### src/hdl/ctf_pkg.sv
package ctf_pkg;

    localparam int CHUNK_MAX = 32;
    localparam int IDX_W = $clog2(CHUNK_MAX);
    localparam int CNT_W = 6;
    localparam int CFG_W = 6;

    localparam logic [CFG_W-1:0] CHUNK_SIZE_RST = 6'd10;

    localparam logic [7:0] ASCII_CR = 8'h0D;
    localparam logic [7:0] ASCII_LF = 8'h0A;
    localparam logic [7:0] ASCII_ZERO = 8'h30;
    localparam logic [7:0] ASCII_UPPER_A = 8'h41;

    typedef struct packed {
        logic       mode;
        logic [7:0] data_byte;
    } t_in_word;

    typedef struct packed {
        logic [7:0] out_byte;
        logic       last_of_run;
        logic       message_done;
    } t_out_word;

    typedef enum logic [2:0] {
        SEL_HEX_HI,
        SEL_HEX_LO,
        SEL_CR,
        SEL_LF,
        SEL_DATA,
        SEL_ZERO
    } t_byte_sel;

    typedef struct packed {
        logic      load;
        t_byte_sel sel;
        logic      last;
        logic      done;
        logic      store;
        logic      clear_idx;
        logic      advance;
        logic      clear_fill;
    } t_ctrl_cmd;

    typedef struct packed {
        logic out_free;
        logic fill_nonzero;
        logic will_emit;
        logic len_ge16;
        logic data_last;
    } t_dp_status;

    function automatic logic [7:0] hex_digit(input logic [3:0] v);
        logic [7:0] r;
        if (v < 4'd10) begin
            r = ASCII_ZERO + {4'd0, v};
        end else begin
            r = ASCII_UPPER_A + {4'd0, v - 4'd10};
        end
        return r;
    endfunction

endpackage

### src/hdl/ctf_ctrl.sv
module ctf_ctrl (
    input  logic                i_clk,
    input  logic                i_rst_n,
    input  logic                i_in_valid,
    input  logic                i_in_mode,
    output logic                o_in_ready,
    input  ctf_pkg::t_dp_status i_status,
    output ctf_pkg::t_ctrl_cmd  o_cmd
);
    import ctf_pkg::*;

    typedef enum logic [12:0] {
        S_IDLE  = 13'b0000000000001,
        S_HEXH  = 13'b0000000000010,
        S_HEXL  = 13'b0000000000100,
        S_CR1   = 13'b0000000001000,
        S_LF1   = 13'b0000000010000,
        S_DATA  = 13'b0000000100000,
        S_CR2   = 13'b0000001000000,
        S_LF2   = 13'b0000010000000,
        S_T0    = 13'b0000100000000,
        S_TCR1  = 13'b0001000000000,
        S_TLF1  = 13'b0010000000000,
        S_TCR2  = 13'b0100000000000,
        S_TLF2  = 13'b1000000000000
    } t_state;

    t_state r_state, n_state;
    logic   r_term, n_term;
    logic   accept;

    assign o_in_ready = (r_state == S_IDLE);
    assign accept = i_in_valid && o_in_ready;

    always_comb begin
        n_state = r_state;
        n_term = r_term;
        o_cmd = '0;
        o_cmd.sel = SEL_CR;
        case (r_state)
            S_IDLE: begin
                if (accept) begin
                    o_cmd.clear_idx = 1'b1;
                    if (!i_in_mode) begin
                        o_cmd.store = 1'b1;
                        n_term = 1'b0;
                        if (i_status.will_emit) begin
                            n_state = S_HEXH;
                        end
                    end else begin
                        n_term = 1'b1;
                        n_state = i_status.fill_nonzero ? S_HEXH : S_T0;
                    end
                end
            end
            S_HEXH: begin
                o_cmd.sel = SEL_HEX_HI;
                if (!i_status.len_ge16) begin
                    n_state = S_HEXL;
                end else if (i_status.out_free) begin
                    o_cmd.load = 1'b1;
                    n_state = S_HEXL;
                end
            end
            S_HEXL: begin
                o_cmd.sel = SEL_HEX_LO;
                if (i_status.out_free) begin
                    o_cmd.load = 1'b1;
                    n_state = S_CR1;
                end
            end
            S_CR1: begin
                o_cmd.sel = SEL_CR;
                if (i_status.out_free) begin
                    o_cmd.load = 1'b1;
                    n_state = S_LF1;
                end
            end
            S_LF1: begin
                o_cmd.sel = SEL_LF;
                if (i_status.out_free) begin
                    o_cmd.load = 1'b1;
                    n_state = S_DATA;
                end
            end
            S_DATA: begin
                o_cmd.sel = SEL_DATA;
                if (i_status.out_free) begin
                    o_cmd.load = 1'b1;
                    o_cmd.advance = 1'b1;
                    if (i_status.data_last) begin
                        n_state = S_CR2;
                    end
                end
            end
            S_CR2: begin
                o_cmd.sel = SEL_CR;
                if (i_status.out_free) begin
                    o_cmd.load = 1'b1;
                    n_state = S_LF2;
                end
            end
            S_LF2: begin
                o_cmd.sel = SEL_LF;
                if (i_status.out_free) begin
                    o_cmd.load = 1'b1;
                    o_cmd.last = !r_term;
                    o_cmd.clear_fill = 1'b1;
                    n_state = r_term ? S_T0 : S_IDLE;
                end
            end
            S_T0: begin
                o_cmd.sel = SEL_ZERO;
                if (i_status.out_free) begin
                    o_cmd.load = 1'b1;
                    n_state = S_TCR1;
                end
            end
            S_TCR1: begin
                o_cmd.sel = SEL_CR;
                if (i_status.out_free) begin
                    o_cmd.load = 1'b1;
                    n_state = S_TLF1;
                end
            end
            S_TLF1: begin
                o_cmd.sel = SEL_LF;
                if (i_status.out_free) begin
                    o_cmd.load = 1'b1;
                    n_state = S_TCR2;
                end
            end
            S_TCR2: begin
                o_cmd.sel = SEL_CR;
                if (i_status.out_free) begin
                    o_cmd.load = 1'b1;
                    n_state = S_TLF2;
                end
            end
            S_TLF2: begin
                o_cmd.sel = SEL_LF;
                if (i_status.out_free) begin
                    o_cmd.load = 1'b1;
                    o_cmd.last = 1'b1;
                    o_cmd.done = 1'b1;
                    n_state = S_IDLE;
                end
            end
            default: begin
                n_state = S_IDLE;
            end
        endcase
    end

    always_ff @(posedge i_clk) begin
        if (!i_rst_n) begin
            r_state <= S_IDLE;
            r_term <= 1'b0;
        end else begin
            r_state <= n_state;
            r_term <= n_term;
        end
    end

`ifndef SYNTHESIS
    a_load_needs_room: assert property (@(posedge i_clk) disable iff (!i_rst_n)
        o_cmd.load |-> i_status.out_free)
        else $error("output word loaded while the output register is occupied");

    a_done_is_last: assert property (@(posedge i_clk) disable iff (!i_rst_n)
        o_cmd.done |-> (o_cmd.last && o_cmd.load))
        else $error("message end flagged without end of run");

    a_store_only_idle: assert property (@(posedge i_clk) disable iff (!i_rst_n)
        o_cmd.store |-> (r_state == S_IDLE && i_in_valid))
        else $error("buffer written outside an accepted word");

    a_emit_leaves_idle: assert property (@(posedge i_clk) disable iff (!i_rst_n)
        (accept && i_in_mode) |=> (r_state == S_HEXH || r_state == S_T0))
        else $error("end of body did not start an emission");
`endif

endmodule

### src/hdl/ctf_datapath.sv
module ctf_datapath (
    input  logic                        i_clk,
    input  logic                        i_rst_n,
    input  logic                        i_cfg_valid,
    input  logic [ctf_pkg::CFG_W-1:0]   i_cfg_data,
    input  ctf_pkg::t_in_word           i_in_data,
    input  ctf_pkg::t_ctrl_cmd          i_cmd,
    output ctf_pkg::t_dp_status         o_status,
    output logic                        o_out_valid,
    input  logic                        i_out_ready,
    output ctf_pkg::t_out_word          o_out_data
);
    import ctf_pkg::*;

    logic [7:0]       r_mem [CHUNK_MAX];
    logic [7:0]       r_rd_data;
    logic [CFG_W-1:0] r_size;
    logic [CNT_W-1:0] r_fill, n_fill;
    logic [IDX_W-1:0] r_idx, n_idx;
    logic             r_out_valid;
    t_out_word        r_out;
    logic [CNT_W-1:0] eff_size;
    logic [CNT_W-1:0] fill_inc;
    logic             has_room;
    logic [7:0]       sel_byte;

    assign has_room = (r_fill < CNT_W'(CHUNK_MAX));
    assign fill_inc = has_room ? r_fill + CNT_W'(1) : r_fill;

    always_comb begin
        if (r_size == '0) begin
            eff_size = CNT_W'(1);
        end else if (r_size > CFG_W'(CHUNK_MAX)) begin
            eff_size = CNT_W'(CHUNK_MAX);
        end else begin
            eff_size = CNT_W'(r_size);
        end
    end

    always_comb begin
        if (i_cmd.clear_idx) begin
            n_idx = '0;
        end else if (i_cmd.advance) begin
            n_idx = r_idx + IDX_W'(1);
        end else begin
            n_idx = r_idx;
        end
    end

    always_comb begin
        if (i_cmd.clear_fill) begin
            n_fill = '0;
        end else if (i_cmd.store) begin
            n_fill = fill_inc;
        end else begin
            n_fill = r_fill;
        end
    end

    always_comb begin
        case (i_cmd.sel)
            SEL_HEX_HI: sel_byte = hex_digit(4'(r_fill >> 4));
            SEL_HEX_LO: sel_byte = hex_digit(r_fill[3:0]);
            SEL_CR:     sel_byte = ASCII_CR;
            SEL_LF:     sel_byte = ASCII_LF;
            SEL_DATA:   sel_byte = r_rd_data;
            SEL_ZERO:   sel_byte = ASCII_ZERO;
            default:    sel_byte = ASCII_CR;
        endcase
    end

    always_ff @(posedge i_clk) begin
        if (i_cmd.store && has_room) begin
            r_mem[r_fill[IDX_W-1:0]] <= i_in_data.data_byte;
        end
        r_rd_data <= r_mem[n_idx];
    end

    always_ff @(posedge i_clk) begin
        if (!i_rst_n) begin
            r_size <= CHUNK_SIZE_RST;
            r_fill <= '0;
            r_idx <= '0;
            r_out_valid <= 1'b0;
        end else begin
            if (i_cfg_valid) begin
                r_size <= i_cfg_data;
            end
            r_fill <= n_fill;
            r_idx <= n_idx;
            if (i_cmd.load) begin
                r_out_valid <= 1'b1;
            end else if (i_out_ready) begin
                r_out_valid <= 1'b0;
            end
        end
    end

    always_ff @(posedge i_clk) begin
        if (i_cmd.load) begin
            r_out.out_byte <= sel_byte;
            r_out.last_of_run <= i_cmd.last;
            r_out.message_done <= i_cmd.done;
        end
    end

    assign o_status.out_free = !r_out_valid || i_out_ready;
    assign o_status.fill_nonzero = (r_fill != '0);
    assign o_status.will_emit = (fill_inc >= eff_size);
    assign o_status.len_ge16 = (r_fill >= CNT_W'(16));
    assign o_status.data_last = ({1'b0, r_idx} == (r_fill - CNT_W'(1)));

    assign o_out_valid = r_out_valid;
    assign o_out_data = r_out;

`ifndef SYNTHESIS
    a_fill_bounded: assert property (@(posedge i_clk) disable iff (!i_rst_n)
        r_fill <= CNT_W'(CHUNK_MAX))
        else $error("fill count beyond buffer depth");

    a_fill_cleared: assert property (@(posedge i_clk) disable iff (!i_rst_n)
        i_cmd.clear_fill |=> (r_fill == '0))
        else $error("fill count not cleared after chunk");

    a_data_word_in_chunk: assert property (@(posedge i_clk) disable iff (!i_rst_n)
        (i_cmd.load && i_cmd.sel == SEL_DATA) |-> (r_fill != '0))
        else $error("data word sent from an empty buffer");
`endif

endmodule

### src/hdl/chunked_transfer_framer_core.sv
// A word that completes a chunk moves the control from S_IDLE to S_HEXH.
// Throughput: one word per cycle while i_out_ready is high, save in S_IDLE and short-chunk S_HEXH.
// A data word that does not complete a chunk keeps S_IDLE, so words may arrive back to back.
// A chunk keeps the input off from S_HEXH through S_LF2; the terminator adds S_T0 through S_TLF2.
// Reset is synchronous and active low: buffer empty, chunk size 10, output register empty.
module chunked_transfer_framer_core (
    input  logic                        i_clk,
    input  logic                        i_rst_n,
    input  logic                        i_cfg_valid,
    output logic                        o_cfg_ready,
    input  logic [ctf_pkg::CFG_W-1:0]   i_cfg_data,
    input  logic                        i_in_valid,
    output logic                        o_in_ready,
    input  ctf_pkg::t_in_word           i_in_data,
    output logic                        o_out_valid,
    input  logic                        i_out_ready,
    output ctf_pkg::t_out_word          o_out_data
);
    import ctf_pkg::*;

    t_ctrl_cmd  cmd;
    t_dp_status status;

    assign o_cfg_ready = 1'b1;

    ctf_ctrl u_ctrl (
        .i_clk      (i_clk),
        .i_rst_n    (i_rst_n),
        .i_in_valid (i_in_valid),
        .i_in_mode  (i_in_data.mode),
        .o_in_ready (o_in_ready),
        .i_status   (status),
        .o_cmd      (cmd)
    );

    ctf_datapath u_datapath (
        .i_clk       (i_clk),
        .i_rst_n     (i_rst_n),
        .i_cfg_valid (i_cfg_valid),
        .i_cfg_data  (i_cfg_data),
        .i_in_data   (i_in_data),
        .i_cmd       (cmd),
        .o_status    (status),
        .o_out_valid (o_out_valid),
        .i_out_ready (i_out_ready),
        .o_out_data  (o_out_data)
    );

endmodule

### config.mk
export PLATFORM = sky130hd
export DESIGN_NAME = chunked_transfer_framer_core
export DESIGN_NICKNAME = d
export VERILOG_FILES = /design/src/hdl/ctf_pkg.sv /design/src/hdl/ctf_ctrl.sv /design/src/hdl/ctf_datapath.sv /design/src/hdl/chunked_transfer_framer_core.sv
export SDC_FILE = /design/constraint.sdc
export NUM_CORES = 1
export LEC_CHECK = 0
export BUFFER_PORTS_ARGS = -buffer_cell sky130_fd_sc_hd__buf_2
export CAP_MARGIN = 10
export CORE_AREA = 4 4 182 361
export DETAILED_ROUTE_END_ITERATION = 10
export DIE_AREA = 0 0 186 365
export PLACE_DENSITY = 0.33
export SLEW_MARGIN = 20
export SYNTH_ARGS = -nofsm -noshare
export SYNTH_HDL_FRONTEND = slang
export SYNTH_HIERARCHICAL = 1
export SYNTH_SLANG_ARGS = --single-unit
### constraint.sdc
create_clock -name i_clk -period 9.3 [get_ports i_clk]
set_input_delay 0.93 -clock i_clk [delete_from_list [all_inputs] [get_ports i_clk]]
set_output_delay 0.93 -clock i_clk [all_outputs]
set_load 0.01 [all_outputs]
==> results of run 1 <==
[power by group through the flow]
stage               registers, mW  clock network, mW  logic, mW
CTS                          1.55               1.40      0.333
global placement             1.58                  0      0.334
detailed placement           1.58                  0      0.332
floorplan                    1.56                  0      0.219
finish                       1.55               1.35      0.325
global route                 1.55               1.45      0.355
[worst max-delay path by stage]
stage / startpoint / to / slack, ps / cells past startpoint
after CTS: u_ctrl/r_state[10] / u_datapath/r_mem[3][1] / 4640 / 9
after floorplan: i_out_ready / u_datapath/r_rd_data[3] / 5610 / 11
after global placement: i_out_ready / u_datapath/r_rd_data[3] / 4430 / 12
after global routing: u_ctrl/r_state[10] / u_datapath/r_mem[3][6] / 4350 / 9
after detailed placement: i_out_ready / u_datapath/r_rd_data[0] / 4430 / 12
final: u_ctrl/r_state[2] / u_datapath/r_rd_data[0] / 4690 / 11
[synthesized netlist by cell type, drive strengths merged, types with 9 or more instances]
library cell and instances:
edfxtp 266, nor2 95, nand2 92, a21oi 75, o21ai 69, mux2i 63
buf 50, dfxtp 40, clkbuf 32, o22ai 25, o211ai 23, nand3 20
nor2b 20, inv 19, a221oi 17, o221ai 15, ha 14, xnor2 14
a31oi 12, nor4 12, xor2 10, a311oi 9, mux2 9, nor3 9
nor4b 9, o31ai 9
[sequential cells by signal, summed over array words and instances (netlist names)]
| register | flops |
|---|---|
| u_datapath/o_out_valid | 1 |
| u_datapath/r_size | 6 |
| u_datapath/r_rd_data | 8 |
| u_ctrl/r_term | 1 |
| u_datapath/r_mem | 256 |
| u_datapath/r_idx | 5 |
| u_datapath/o_out_data | 10 |
| u_datapath/r_fill | 6 |
| u_ctrl/r_state | 13 |
[kinds of logic after synthesis]
group	count (synthesis)
AO/OA/AOI/OAI	308
XOR/XNOR	24
adder cells (fa/ha/maj)	14
buffers and inverters	101
flip-flops	306
multiplexers	79
other	1
AND/OR/NAND/NOR	308
[layout make-up]
| class | instances | area, µm² |
|---|---|---|
| Fill cell | 6526 | 46600 |
| Timing Repair Buffer | 45 | 260 |
| Multi-Input combinational cell | 734 | 4990 |
| Clock inverter | 26 | 289 |
| Inverter | 19 | 71.3 |
| Clock buffer | 32 | 779 |
| Sequential cell | 306 | 8790 |
| Tap cell | 792 | 991 |
[layer usage]
metal / vias to the layer above / part of all wire (%)
met5: - / 0
met4: 0 / 4.7
met3: 77 / 3.1
met2: 241 / 58
met1: 4776 / 34
li1: 4381 / -
[worst max-delay path: stages (launching register included)]
cell and delay, ps:
dfxtp_1 410, nor4_2 580, nand3_1 330, nor4_2 320, buf_4 320, mux2i_1 370, or2_1 720, buf_4 420
nand2_1 90, a221oi_1 620, nor4b_1 150, a21oi_1 180
==> impl_metrics.tcl, run 1 <==
set metrics [dict create \
    status "finished clean" \
    min_to "u_ctrl/r_term" \
    slew_viol_final 0 \
    worstPathMaxFanout 27 \
    syn_to_final_growth_pct 12.6 \
    synthAdderAreaFrac_pct 1.22 \
    synthCells 1141 \
    grt_use_met3_pct 1.49 \
    synthSimpleGateAreaFrac_pct 11.2 \
    cap_violations 0 \
    num_antenna_cells 0 \
    end_kind "register" \
    peakVddDrop_mv 0.132 \
    layout.nets 1171 \
    antenna_found_initial 0 \
    cts_tree "built" \
    grt.busiest_layer "met2" \
    synthArstFlopShare_pct 0 \
    grt_max_degree 46 \
    final_util_pct 25.8 \
    dr.pass1.iters 6 \
    htree_levels 1 \
    synth_top_area_cell "edfxtp_1" \
    io_buffers 31 \
    timing_hold_violations_final 0 \
    reg2reg_to "u_datapath/r_rd_data[0]" \
    startpoint_type "register" \
    cts_setup_buffers 0 \
    die_h_um 365 \
    worst_slack_ps 4690 \
    grt_pass1_vias 9833 \
    skew_ps 14.2 \
    first_iter_violations 475 \
    die_w_um 186 \
    root_buffer "clkbuf_16" \
    worstSetupPathType "reg2reg" \
    synth.avg_cell_area_um2 12.6 \
    clkPwrFrac_pct 41.9 \
    fin_cells 1954 \
    synth_ff_type "edfxtp_1" \
    ys_types 86 \
    grt_util_met2_pct 29.4 \
    final_cell_mix "266 x edfxtp_1, 92 x nor2_1, 91 x nand2_1" \
    cts-hold-fix-buffers 0 \
    dpl_cell_area_mm2 0.0151 \
    hold_depth 2 \
    synth_fp_nets 1175 \
    synth_edf_count 266 \
    synth_area_mm2 0.0144 \
    clk_path_buf_depth 3 \
    p_int_mw 2.39 \
    placed_cells 1896 \
    worstMarginPinSlew_ps 1140 \
    max_freq_mhz 217 \
    period_share_pct 49.5 \
    ant_nets 0 \
    synth_area_leaders "edfxtp_1 56%, dfxtp_1 5.6%, mux2i_1 4.4%, a21oi_1 2.4%, nor2_1 2.4%" \
    synth_top_family_by_area "compound AO/OA/AOI/OAI gates" \
    final_area_mm2 0.0162 \
    path_clk_slew_ps 70 \
    rsz0062_at_grt "false" \
    grt_usage_pct 14.8 \
    min_from "u_ctrl/r_term" \
    routed_wl_um 50600 \
    numClockSinks 306 \
    p_total_mw 3.22 \
    ys_seq_area_share_pct 61.2 \
    num_rows 130 \
    boundaryPins 33 \
    powerDensity_mw_per_mm2 199 \
    setup_viol 0 \
    finalSetupTns_ps 0 \
    ys_warn_count 6 \
    relSlewSlack_pct 23.5 \
    reg2reg_depth 11 \
    leakage_nw 5.07 \
    cp.required_ps 9820 \
    place.gp.congestion 0.819 \
    cp.arrival_ps 5120 \
    ys_ff_latch 306 \
    grt_pass1_wl_um 72500 \
    comb_power_share_pct 10.1 \
    period_needed_ps 4610 \
    pre_cts_slack_ps 4430 \
    cts_resized 0 \
    layout_commonest_cell "edfxtp_1" \
    yosys.area_share.xor_xnor_pct 1.59 \
    power_switching_share_pct 25.8 \
    seqPwrFrac_pct 48.0 \
    numCtsBuffers 31 \
    hold_class "reg2reg" \
    muxShareOfSynthArea_pct 6.22 \
    grtUsageMet1_pct 15.0 \
    synth_top_area_share_pct 55.6 \
    reg2reg_from "u_ctrl/r_state[2]" \
    holdWs_ps 527 \
    synth_compound_area_share_pct 14.4 \
    dp_hpwl_um 35700 \
    clock_latency_ps 600 \
    drive_gt1_share_pct 12.7 \
    initial_core_util_pct 22.9 \
    core-area_mm2 0.0628 \
    switchingPower_mw 0.830 \
    r2r_slack_ps 4690 \
    wl_per_cell_um 25.9 \
    die_area_mm2 0.0679 \
    drc 0 \
    grt-ovfl-total 0 \
    viasPerCell 4.85 \
    vias 9475 \
]
No activity file was read; power rests on OpenSTA's default activity.
==> run 2, diff against run 1 <==
--- a/config.mk
+++ b/config.mk
@@ -10,7 +10,7 @@
 export CORE_AREA = 4 4 182 361
 export DETAILED_ROUTE_END_ITERATION = 10
 export DIE_AREA = 0 0 186 365
-export PLACE_DENSITY = 0.33
+export PLACE_DENSITY = 0.34
 export SLEW_MARGIN = 20
 export SYNTH_ARGS = -nofsm -noshare
 export SYNTH_HDL_FRONTEND = slang
==> constraint.sdc (replaced) <==
create_clock -name i_clk -period 3.75 [get_ports i_clk]
set_input_delay 0.375 -clock i_clk [delete_from_list [all_inputs] [get_ports i_clk]]
set_output_delay 0.375 -clock i_clk [all_outputs]
set_load 0.01 [all_outputs]
==> run 2 against run 1 <==
Effect of this change: flip-flop and latch count unchanged; critical path depth up 1; via count up 4.4%; hold slack worse by 480 ps; largest cell class unchanged; sequential share of layout area down 3.0 points.
==> impl_metrics.tcl, run 2 (synthesis gave the netlist of run 1 again) <==
set metrics [dict create \
    status "finished clean" \
    end_kind "register" \
    cp.required_ps 4220 \
    switchingPower_mw 2.08 \
    antenna_found_initial 0 \
    seqPwrFrac_pct 47.5 \
    layout.nets 1280 \
    cts_tree "built" \
    skew_ps 15.7 \
    worstMarginPinSlew_ps 945 \
    r2r_slack_ps 170 \
    largest_reg_flops 256 \
    peakVddDrop_mv 0.330 \
    hold_class "in2reg" \
    path_clk_slew_ps 70 \
    comb_power_share_pct 11.8 \
    grt_pass1_wl_um 73900 \
    cp_top_family "simple AND/OR/NAND/NOR gates" \
    relSlewSlack_pct 37.0 \
    num_antenna_cells 0 \
    hold_depth 3 \
    layout_commonest_cell "edfxtp_1" \
    leakage_nw 5.64 \
    grt_usage_pct 15.0 \
    power_switching_share_pct 26.0 \
    grtUsageMet1_pct 14.6 \
    grt_pass1_vias 10400 \
    ant_nets 0 \
    worstSetupPathType "reg2reg" \
    max_freq_mhz 280 \
    root_buffer "clkbuf_16" \
    powerDensity_mw_per_mm2 469 \
    first_iter_violations 528 \
    reg2reg_to "u_datapath/r_rd_data[2]" \
    cap_violations 0 \
    die_area_mm2 0.0679 \
    cp.arrival_ps 4050 \
    worstPathMaxFanout 23 \
    num_rows 130 \
    p_total_mw 8.03 \
    grt_use_met3_pct 1.51 \
    clock_latency_ps 590 \
    routed_wl_um 51400 \
    n_fill_cell 6507 \
    numClockSinks 306 \
    slew_viol_final 0 \
    wl_per_cell_um 24.9 \
    reg2reg_depth 12 \
    cp_slowest_stage_delay_ps 440 \
    io_buffers 31 \
    grt_max_degree 45 \
    dr.pass1.iters 4 \
    worstPathCellList "nor4_2 -> nand3_1 -> nor4_2 -> buf_12 -> xnor2_4 -> nor2_8 -> buf_12 -> buf_4 -> mux2i_1 -> o211ai_1 -> a31oi_2 -> a21oi_2" \
    drive_gt1_share_pct 20.9 \
    clkPwrFrac_pct 40.8 \
    grt.busiest_layer "met2" \
    place.gp.congestion 0.831 \
    p_int_mw 5.95 \
    viasPerCell 4.80 \
    min_to "u_datapath/r_size[2]" \
    critical_path_buf_inv_count 3 \
    period_share_pct 95.4 \
    final_cell_mix "266 x edfxtp_1, 117 x buf_4, 92 x nor2_1" \
    period_needed_ps 3580 \
    grt-ovfl-total 0 \
    reg2reg_from "u_ctrl/r_state[8]" \
    initial_core_util_pct 22.9 \
    die_h_um 365 \
    htree_levels 1 \
    min_from "i_cfg_data[2]" \
    boundaryPins 33 \
    critPathSlowestCell "a31oi_2" \
    grt_util_met2_pct 31.0 \
    holdWs_ps 46.3 \
    cts_setup_buffers 0 \
    drc 0 \
    die_w_um 186 \
    timing_hold_violations_final 0 \
    dp_hpwl_um 37500 \
    syn_to_final_growth_pct 19.2 \
    core-area_mm2 0.0628 \
    numCtsBuffers 30 \
    clk_path_buf_depth 3 \
    setup_viol 0 \
    startpoint_type "register" \
    vias 9896 \
]
## run 2: changes by cell type in the layout (fill, tap and decap cells not counted), sizes merged
cell,delta
clkinvlp,+2
clkinv,-4
buf,+108
dlygate4sd3,+2
bufinv,-1
inv,+1
## run 2: final cells by class
class,count,area [µm²],area share (%)
flip-flops and latches,306,8790,51.4
multi-input cells,734,5060,29.6
inverters,19,71.3,0.417
clock buffers,32,779,4.55
clock inverters,24,270,1.58
repair buffers,155,1150,6.74
well taps,792,991,5.79
## run 2: worst max-delay path by stage
stage,startpoint,to,cells past startpoint
2_1_floorplan,u_ctrl/r_state[8],u_datapath/r_rd_data[3],11
3_3_place_gp,u_ctrl/r_state[1],u_datapath/r_rd_data[2],12
3_5_place_dp,u_ctrl/r_state[1],u_datapath/r_rd_data[2],12
4_1_cts,u_ctrl/r_state[8],u_datapath/r_rd_data[5],12
5_1_grt,u_ctrl/r_state[8],u_datapath/r_rd_data[2],12
6_report,u_ctrl/r_state[8],u_datapath/r_rd_data[2],12
## run 2: timing repair
action                                  CTS  global route
hold endpoints to repair                  2             0
pin swaps                                 0             2
endpoints found under the setup margin    9            10
resized for setup                         5             7
hold buffers                              2             0
## run 2: worst reg2reg max path, stage by stage, from the launching register on
cell and delay [ps]:
dfxtp_1 400, nor4_2 420, nand3_1 170, nor4_2 410
buf_12 210, xnor2_4 100, nor2_8 330, buf_12 240
buf_4 280, mux2i_1 220, o211ai_1 120, a31oi_2 440
a21oi_2 100
## run 2: power groups by stage
| stage | Sequential [mW] | Clock, mW | Combinational [mW] |
|---|---|---|---|
| 6_report | 3.81 | 3.27 | 0.946 |
| 3_3_place_gp | 3.89 | 0 | 0.951 |
| 5_1_grt | 3.82 | 3.53 | 1.01 |
| 2_1_floorplan | 3.87 | 0 | 0.542 |
| 3_5_place_dp | 3.89 | 0 | 0.947 |
| 4_1_cts | 3.81 | 3.39 | 0.957 |
## run 2: metal layers
metal | share of wire [%] | routed length (µm)
met1 | 34 | 17300
met2 | 60 | 30600
met3 | 2.8 | 1430
met4 | 4.1 | 2100
met5 | 0 | 0
## run 2: through the flow
step                      setup slack [ps]  util (%)  std cells  cell area, µm²  TNS, ps
after global placement                -203      25.4       2004           16000     -701
after detailed placement              -230      25.4       2004           16000     -840
after CTS                            0.361      27.2       2062           17100        0
after floorplan                        300         -       1141           14400        0
after global routing                 -3.97      27.3       2062           17100    -3.97
final                                  173      27.3       2062           17100        0
